[src/sv/tcmd_pkg.sv]
package tcmd_pkg;

  // Luma and alpha weights of the color distance
  localparam logic [14:0] WT_RED   = 15'd2126;
  localparam logic [14:0] WT_GREEN = 15'd7152;
  localparam logic [14:0] WT_BLUE  = 15'd722;
  localparam logic [14:0] WT_ALPHA = 15'd20000;

  // Spread over ten as (x * SPREAD_RECIP) >> SPREAD_SHIFT, exact for x below 2^23
  localparam logic [23:0] SPREAD_RECIP = 24'd6710887;
  localparam int          SPREAD_SHIFT = 26;

  // Component codes within a packed RGBA word
  localparam logic [1:0] COMP_RED   = 2'd0;
  localparam logic [1:0] COMP_GREEN = 2'd1;
  localparam logic [1:0] COMP_BLUE  = 2'd2;
  localparam logic [1:0] COMP_ALPHA = 2'd3;

  localparam int NUM_W = 33;  // dividend and quotient width
  localparam int DEN_W = 16;  // divisor width

  function automatic logic [7:0] comp_of(input logic [31:0] word, input logic [1:0] sel);
    logic [7:0] r;
    case (sel)
      COMP_RED:   r = word[7:0];
      COMP_GREEN: r = word[15:8];
      COMP_BLUE:  r = word[23:16];
      default:    r = word[31:24];
    endcase
    return r;
  endfunction

  function automatic logic [14:0] weight_of(input logic [1:0] sel);
    logic [14:0] r;
    case (sel)
      COMP_RED:   r = WT_RED;
      COMP_GREEN: r = WT_GREEN;
      COMP_BLUE:  r = WT_BLUE;
      default:    r = WT_ALPHA;
    endcase
    return r;
  endfunction

endpackage

[src/sv/tcmd_div.sv]
module tcmd_div
  import tcmd_pkg::*;
(
  input  logic                    clk,
  input  logic                    rst,
  input  logic                    start,
  input  logic signed [NUM_W-1:0] num,
  input  logic signed [DEN_W-1:0] den,
  output logic                    busy,
  output logic                    done,
  output logic signed [NUM_W-1:0] quot
);

  localparam int CNT_W = $clog2(NUM_W + 1);

  logic [CNT_W-1:0] count;
  logic [DEN_W:0]   rem;
  logic [NUM_W-1:0] quo;
  logic [DEN_W-1:0] dabs;
  logic             neg;
  logic [DEN_W:0]   shifted;
  logic             fits;

  // Restoring step on magnitudes, one quotient bit a cycle
  always_comb begin
    shifted = {rem[DEN_W-1:0], quo[NUM_W-1]};
    fits    = shifted >= {1'b0, dabs};
  end

  always_ff @(posedge clk) begin
    if (rst) begin
      busy  <= 1'b0;
      done  <= 1'b0;
      count <= '0;
    end else begin
      done <= 1'b0;
      if (start) begin
        busy  <= 1'b1;
        count <= CNT_W'(NUM_W);
        rem   <= '0;
        quo   <= num[NUM_W-1] ? NUM_W'(-num) : NUM_W'(num);
        dabs  <= den[DEN_W-1] ? DEN_W'(-den) : DEN_W'(den);
        neg   <= num[NUM_W-1] ^ den[DEN_W-1];
      end else if (busy) begin
        rem   <= fits ? shifted - {1'b0, dabs} : shifted;
        quo   <= {quo[NUM_W-2:0], fits};
        count <= count - 1'b1;
        if (count == CNT_W'(1)) begin
          busy <= 1'b0;
          done <= 1'b1;
        end
      end
    end
  end

  // Truncate toward zero: apply the sign to the magnitude quotient
  assign quot = neg ? -$signed(quo) : $signed(quo);

endmodule

[config.mk]
export PLATFORM = sky130hd
export DESIGN_NAME = tcmd_div
export DESIGN_NICKNAME = d
export VERILOG_FILES = /design/src/sv/tcmd_pkg.sv /design/src/sv/tcmd_div.sv
export SDC_FILE = /design/constraint.sdc
export NUM_CORES = 1
export LEC_CHECK = 0
export ABC_AREA = 1
export BUFFER_PORTS_ARGS = -buffer_cell sky130_fd_sc_hd__buf_4
export CORE_MARGIN = 2
export CORE_UTILIZATION = 40
export DETAILED_ROUTE_END_ITERATION = 10
export GPL_ROUTABILITY_DRIVEN = 0
export GPL_TIMING_DRIVEN = 0
export HOLD_SLACK_MARGIN = 0.08
export PLACE_DENSITY = 0.69
export SYNTH_ARGS = -nofsm -noshare
export SYNTH_HDL_FRONTEND = slang
export SYNTH_SLANG_ARGS = --single-unit
[constraint.sdc]
create_clock -name clk -period 4.41 [get_ports clk]
set_input_delay 0.2205 -clock clk [delete_from_list [all_inputs] [get_ports clk]]
set_output_delay 0.2205 -clock clk [all_outputs]
set_load 0.05 [all_outputs]
; Yosys cells after proc, flatten, opt, wreduce, memory -nomap -nowiden
; Index checks and enable logic that the tools add are counted.
[totals]
register_bits = 74
output_inout_bits = 35
wordCells = 37
[classes]
n_addsub = 5
magnitude_cmp = 1
eq_ne = 1
muxes = 13
bitwise_logic = 3
n_reduce_logical = 5
[op_table]
columns = cell, n
row1 = 33-bit two-way mux, 4
row2 = 33-bit negator, 2
row3 = 16-bit two-way mux, 2
row4 = 17-bit by 16-bit >= comparator with 1-bit output, 1
row5 = 16-bit negator, 1
row6 = 16-bit subtractor, 1
row7 = 15-bit two-way mux, 1
row8 = 6-bit two-way mux, 2
row9 = 6-bit by 1-bit == test with 1-bit output (second input constant), 1
row10 = 6-bit by 1-bit subtractor with 6-bit output (second input constant), 1
row11 = 1-bit two-way mux, 4
row12 = 2-bit AND reduction, 2
row13 = 3-bit OR reduction, 1
row14 = 1-bit NOT, 2
row15 = 2-bit nonzero test, 1
row16 = 2-bit OR reduction, 1
row17 = 1-bit XOR, 1

; Longest topological paths before layout
; Gate-level depths: netlist of the first run.
[logic_depth]
ltp_word = 4
depth_mapped = 15
mapped_depth_nobuf = 14

; Worst setup path before layout of the first run
; No wires, ideal clock.
[synth_path]
path_kind = input port to flip-flop
from = in start
to = reg quo[0], enable pin
setup_time_ps = 523
arrival_time_ps = 4270
t_required_ps = 3887
slack_ps = -383
cell_stages = 4
n_path_buf = 2
cell_sequence = clkbuf_1 > inv_2 > clkbuf_1 > o21ai_0
[synth_via]
elab_chain_len = 2
[synth_lines]
columns = item, line_no
row1 = from (decl), tcmd_div.sv:6  ; input logic start,
row2 = 2-bit nonzero test (no source line), -
row3 = 2-bit AND reduction (no source line), -
row4 = to (signal assigned), tcmd_div.sv:41  ; quo <= num[NUM_W-1] ? NUM_W'(-num) : NUM_W'(num);
row5 = to (signal assigned), tcmd_div.sv:46  ; quo <= {quo[NUM_W-2:0], fits};
row6 = to (decl), tcmd_div.sv:18  ; logic [NUM_W-1:0] quo;
; No other way between the ends.
; A chain may end at the register's enable or synchronous reset.

; Worst setup path after layout of the first run
[layout_path]
from = reg quo[0]
to = out quot[12]
[layout_via]
elab_chain_len = 2
[layout_lines]
columns = item, line_no
row1 = 33-bit negator, tcmd_div.sv:57  ; assign quot = neg ? -$signed(quo) : $signed(quo);
row2 = 33-bit two-way mux, tcmd_div.sv:57
row3 = to (decl), tcmd_div.sv:11  ; output logic signed [NUM_W-1:0] quot
; No other way between the ends.

==> results of run 1 <==
[cells in the final DEF (no fill, tap or decap), drive strengths merged, types with 2 or more instances in the layout]
cell and count:
nor3 19, nor2 132, clkbuf 23, dfxtp 8, clkinv 3, nor3b 3
nand4 25, or2 4, o31ai 3, a21oi 14, edfxtp 66, o22ai 2
nand3 71, xor2 44, nand3b 6, xnor2 10, inv 147, buf 95
o21ai 59, a31oi 5, nand2 285, ha 21
[worst min-delay path by stage]
stage / slack [ns] / cells past startpoint / endpoint
5_1_grt: 0.1 / 2 / count[0]
2_1_floorplan: 0.29 / 1 / count[0]
3_5_place_dp: 0.41 / 1 / dabs[0]
4_1_cts: 0.09 / 2 / count[0]
3_3_place_gp: 0.41 / 1 / dabs[0]
6_report: 0.10 / 2 / count[0]
[cell type report]
type	instances	area, um2
tap	216	270
clock inverter	5	33.8
timing repair buffer	87	676
clock buffer	11	254
inverter	145	547
sequential	74	2140
buffer	21	96.3
multi-input combinational	711	3590
fill	1623	8110
[through the flow]
stage	power (mW)	worst slack [ns]	util	setup TNS [ns]
after floorplan	1.62	0.942	-	0
after global placement	1.90	-0.498	0.462	-24.22
after detailed placement	1.92	1.82	0.465	0
after CTS	2.64	1.86	0.484	0
after global routing	2.79	1.64	0.484	0
final	2.63	1.85	0.484	0
[state kept, by name (all words and copies together), names as in the netlist]
register and count:
neg 1, dabs 16, done 1, rem 16
busy 1, count 6, quo 33
[power breakdown]
group	leakage, nW	internal, mW	total (mW)	switching, mW
registers	0.702	0.862	0.919	0.0572
clock network	0.145	0.417	0.719	0.302
logic	2.84	0.326	0.996	0.670
[per-layer routing]
| metal | up-vias | GRT usage | wire (um) | share of wire |
|---|---|---|---|---|
| li1 | 3262 | - | - | - |
| met1 | 2844 | 0.300 | 8390 | 0.48 |
| met2 | 190 | 0.326 | 7570 | 0.43 |
| met3 | 32 | 0.0369 | 1050 | 0.060 |
| met4 | 0 | 0.0765 | 470 | 0.027 |
| met5 | - | 0 | 0 | 0 |
[worst max-delay path: cells and delay by family (launching register included)]
kind,cells,cell delay (ns)
compound gates,1,0.20
xor+xnor,1,0.27
fa+ha+maj,1,0.22
buf+inv,2,0.43
flops,1,0.40
simple gates,3,0.46
[cells by family after synthesis]
group	share of synthesized area
and+or+nand+nor	0.368
adders and majority gates	0.0445
buffers and inverters	0.101
DFF	0.337
AOI/OAI and AO/OA	0.0752
xor gates and xnor gates	0.0744
[repair_timing]
item	4_1_cts	5_1_grt
endpoints found under the hold margin	1	0
buffers inserted	0	0
hold buffers	1	0
==> key figures, run 1 <==
Status
  – Status: finished clean

Finish
  – NumNets Final: 1123
  – Share of cells above drive strength 1: 0.128
  – Final Non-Filler Cells: 1270
  – Post-route cell area: 7600 um2
  – N_diodes: 0
  – Syn-to-layout area delta: 19.6%

STA
  – Max-slew headroom: 0.359
  – # setup viols final: 0
  – Worst slew pin tran: 0.957 ns
  – Period minus WS final: 2.56 ns
  – Setup Skew: 0.0102 ns
  – Slew Viols, Final: 0
  – Fmax: 0.391 GHz
  – Final hold vios: 0
  – Unrepaired setup endpoints after global routing: no
  – Smallest hold slack: 0.101 ns
  – Period utilisation layout: 0.579

Worst setup path
  – Critical path type: flop to output pin
  – Slowest CP cell: edfxtp_1
  – Reg2Reg Setup Slack: 2.19 ns
  – WP data required: 4.19 ns
  – Startpoint types: flop
  – Slowest Stage Delay on Critical Path: 0.40 ns
  – Worst path arrival time: 2.33 ns
  – Critical path origin: quo[0]
  – Worst Path Max Fanout: 5
  – Setup crit end kind: output pin
  – Critical-path cell list: inv_1, ha_1, nand4_1, nor2_2, nand2_1, o21ai_0, xor2_1, buf_4
  – Worst setup path end: quot[12]
  – FF-to-FF path depth: 11
  – Reg2reg end: rem[12]
  – Crit Reg-Reg Startpoint: quo[32]

Synthesis
  – Syn avg cell area: 6.68 um2
  – Synth area leaders: edfxtp_1, nand2_1, inv_1
  – Synthesized instance count: 951
  – Most used flip-flop cell after synthesis: edfxtp_1
  – Top-count cell post-synth: nand2_1
  – Seq cells post-synth: 74
  – Synth warn: 0
  – Top cells by count, synth: nand2_1, inv_1, nor2_1
  – Number of flops mapped to enable cells by yosys: 66
  – Syn_nets: 1025
  – Sequential area share after synthesis: 0.337
  – Post-Syn Area: 6360 um2
  – Netlist cell types: 42
  – Asr flop ratio synth: 0
  – Share of the synthesized area in the top cell type: 0.312
  – Dominant cell type by area after synthesis: edfxtp_1

GRT
  – Total grt overflow: 0
  – Total track usage: 0.212
  – First-pass GRT wire length: 28200 um
  – Largest net degree at the start of global routing: 26
  – Initial antenna violation count: 0
  – Vias in the first global route: 5764

Route
  – Drt drc: 0
  – Pre-Repair DR Iteration Count: 5
  – Final antenna-violating net count: 0
  – 1st-iter DRT viols: 554
  – Vias per cell: 4.98
  – Total wire length: 17500 um
  – Drt wl/cell: 13.8 um
  – DR vias: 6328

Place
  – IO buf count: 85
  – Cell Area, Placed: 7300 um2
  – HPWL Detailed: 14100 um
  – Placed Cells: 1253

Clocking
  – CTS HTree Levels: 3
  – # resized after CTS: 0
  – Clock transition at path regs: 0.06 ns
  – Clk buf depth: 2
  – Clock root buffer: clkbuf_16
  – Clock latency on the worst-skew pair: 0.35 ns
  – Num CTS Buffers: 9
  – Sink Count: 74
  – CTS tree: yes

Floorplan
  – Die width: 130 um
  – Die H: 130 um
  – Core area: 15700 um2
  – IO Pins: 87
  – Total die area: 16900 um2
  – Row count: 46
  – Starting Density: 0.405

Hold path
  – Worst min path class: input pin to flop
  – Hold path start: rst

Power
  – PwrDens: 346 nW/um2
  – Maximum vdd ir drop: 0.197 mV
  – Leak: 3.69 nW

Job
  – Maxcap violations: 0
(Power assumes the default switching activity.)
==> run 2: changes to the inputs <==
Settings changed: PLACE_DENSITY 0.69 to 0.67.
Clock period 4.41 ns to 2.4 ns, I/O delays scaled along.
==> run 2 against run 1 <==
  * Clock-buffer cell count decreased by 2
  * Critical path depth increased by 1
  * Worst setup slack got worse by 1.7 ns
  * Register-to-register slack got worse by 2.0 ns
  * Largest power group unchanged
==> key figures, run 2 (synthesis results as in run 1) <==
Status
  – Status: finished clean

Finish
  – Syn-to-layout area delta: 21.6%
  – NumNets Final: 1134
  – Commonest cells after routing, fill and taps aside: nand2_1, inv_1, nor2_1
  – Largest Register: quo
  – Max reg flops: 33
  – Top Registers: quo (33), dabs (16), rem (16)
  – Commonest non-fill, non-tap cell in the layout: nand2_1
  – FILL cells: 1578
  – N_diodes: 0
  – Share of cells above drive strength 1: 0.146

Route
  – Vias per cell: 4.92
  – DR vias: 6307
  – Final antenna-violating net count: 0
  – Pre-Repair DR Iteration Count: 8
  – 1st-iter DRT viols: 405
  – Drt drc: 0
  – Total wire length: 17600 um
  – Drt wl/cell: 13.7 um

GRT
  – First-pass GRT wire length: 28200 um
  – Vias in the first global route: 5718
  – Total track usage: 0.214
  – Total grt overflow: 0
  – Initial antenna violation count: 0
  – Largest net degree at the start of global routing: 29

Power
  – Seq pwr share: 0.347
  – Sw power: 1.94 mW
  – Maximum vdd ir drop: 0.358 mV
  – Sw frac: 0.398
  – Int Power: 2.92 mW
  – Clock power share: 0.270
  – PwrDens: 629 nW/um2
  – Combinational share of power: 0.382
  – Leak: 3.74 nW

Clocking
  – Clock transition at path regs: 0.06 ns
  – CTS HTree Levels: 3
  – Clock root buffer: clkbuf_16
  – Clk buf depth: 2
  – CTS tree: yes
  – Num CTS Buffers: 9
  – Sink Count: 74
  – Clock latency on the worst-skew pair: 0.34 ns

STA
  – Setup TNS: 0 ns
  – Worst slew pin tran: 0.816 ns
  – Setup ws final: 0.128 ns
  – Fmax: 0.440 GHz
  – Unrepaired setup endpoints after global routing: no
  – Period minus WS final: 2.27 ns
  – # setup viols final: 0
  – Max-slew headroom: 0.455
  – Slew Viols, Final: 0
  – Final hold vios: 0
  – Setup Skew: 0.00648 ns
  – Period utilisation layout: 0.947

Floorplan
  – IO Pins: 87
  – Core area: 15700 um2
  – Die H: 130 um
  – Row count: 46
  – Total die area: 16900 um2
  – Die width: 130 um
  – Starting Density: 0.405

Place
  – IO buf count: 85
  – Pre-CTS WS: -0.107 ns
  – HPWL Detailed: 14000 um

Worst setup path
  – Startpoint types: flop
  – Worst Path Max Fanout: 3
  – CP delay by family, top: simple AND/OR/NAND/NOR gates
  – Worst path arrival time: 2.15 ns
  – Slowest Stage Delay on Critical Path: 0.46 ns
  – Critical path type: flop to output pin
  – Critical-path cell list: buf_4, nor2_1, nand2_1, nor2_1, nand4_1, xor2_1, nand2_1, o21ai_0, buf_4
  – Slowest CP cell: edfxtp_1
  – WP data required: 2.28 ns
  – Setup crit end kind: output pin
  – Reg2Reg Setup Slack: 0.20 ns
  – WP buf/inv: 2

Job
  – Maxcap violations: 0

Hold path
  – Worst min path class: input pin to flop
==> run 2: changes by cell type in the layout (fill, tap and decap cells not counted), sizes merged <==
cell,before,now
buf,95,102
clkinv,3,1
clkbuf,23,21
dlygate4sd3,1,5
inv,147,151
==> run 2: final timing paths <==
kind | start | endpoint | cells past startpoint
max reg2reg | rem[7] | rem[6] | 10
min | den[9] | dabs[9] | 2
min reg2reg | count[1] | count[1] | 2
max | quo[3] | quot[22] | 9
==> run 2: metal layers <==
| layer | share of wire | wire length (um) | up-vias | track usage |
|---|---|---|---|---|
| met5 | 0 | 0 | - | 0 |
| met4 | 0.028 | 497 | 0 | 0.0955 |
| met3 | 0.045 | 791 | 30 | 0.0217 |
| met2 | 0.45 | 7870 | 168 | 0.334 |
| met1 | 0.48 | 8390 | 2826 | 0.302 |
| li1 | - | - | 3283 | - |
==> run 2: final cells by class <==
class	instances	area, um2	share of cell area
multi-input combinational	711	3620	0.469
sequential	74	2140	0.277
timing repair buffer	98	764	0.0989
inverter	145	547	0.0708
tap	216	270	0.0350
clock buffer	9	225	0.0291
buffer	21	97.6	0.0126
clock inverter	7	56.3	0.00729
==> run 2: worst reg2reg max path, stage by stage, from the launching register on <==
cell and delay [ns]:
edfxtp_1 0.41, ha_1 0.40, nand2_2 0.12, inv_1 0.07, a21oi_2 0.19, nand3_2 0.14
nand2_2 0.13, nand2_2 0.07, buf_4 0.19, o21ai_0 0.18, nor2_1 0.05
==> run 2: what timing repair did <==
item / in CTS / in global routing
hold buffers: 5 / 0
setup endpoints to repair: 7 / 20
gates resized for setup: 2 / 14
endpoints found under the hold margin: 6 / 0
setup buffers: 1 / 6
pin swaps: 2 / 6
==> run 2: power groups by stage <==
stage               clock network [mW]  logic (mW)  registers (mW)
CTS                               1.33        1.83            1.69
detailed placement                   0        1.81            1.71
finish                            1.31        1.86            1.69
floorplan                            0        1.30            1.68
global route                      1.38        2.07            1.70
global placement                     0        1.79            1.71
==> run 2: metrics by stage <==
| step | instance area (um2) | utilization | total power [mW] | cells | hold slack [ns] |
|---|---|---|---|---|---|
| floorplan | 6370 | - | 2.98 | 951 | 0.189 |
| global placement | 7280 | 0.463 | 3.50 | 1252 | 0.308 |
| detailed placement | 7300 | 0.464 | 3.52 | 1253 | 0.313 |
| CTS | 7640 | 0.486 | 4.85 | 1275 | 0.0835 |
| global route | 7730 | 0.492 | 5.15 | 1281 | 0.0876 |
| finish | 7730 | 0.492 | 4.86 | 1281 | 0.0962 |
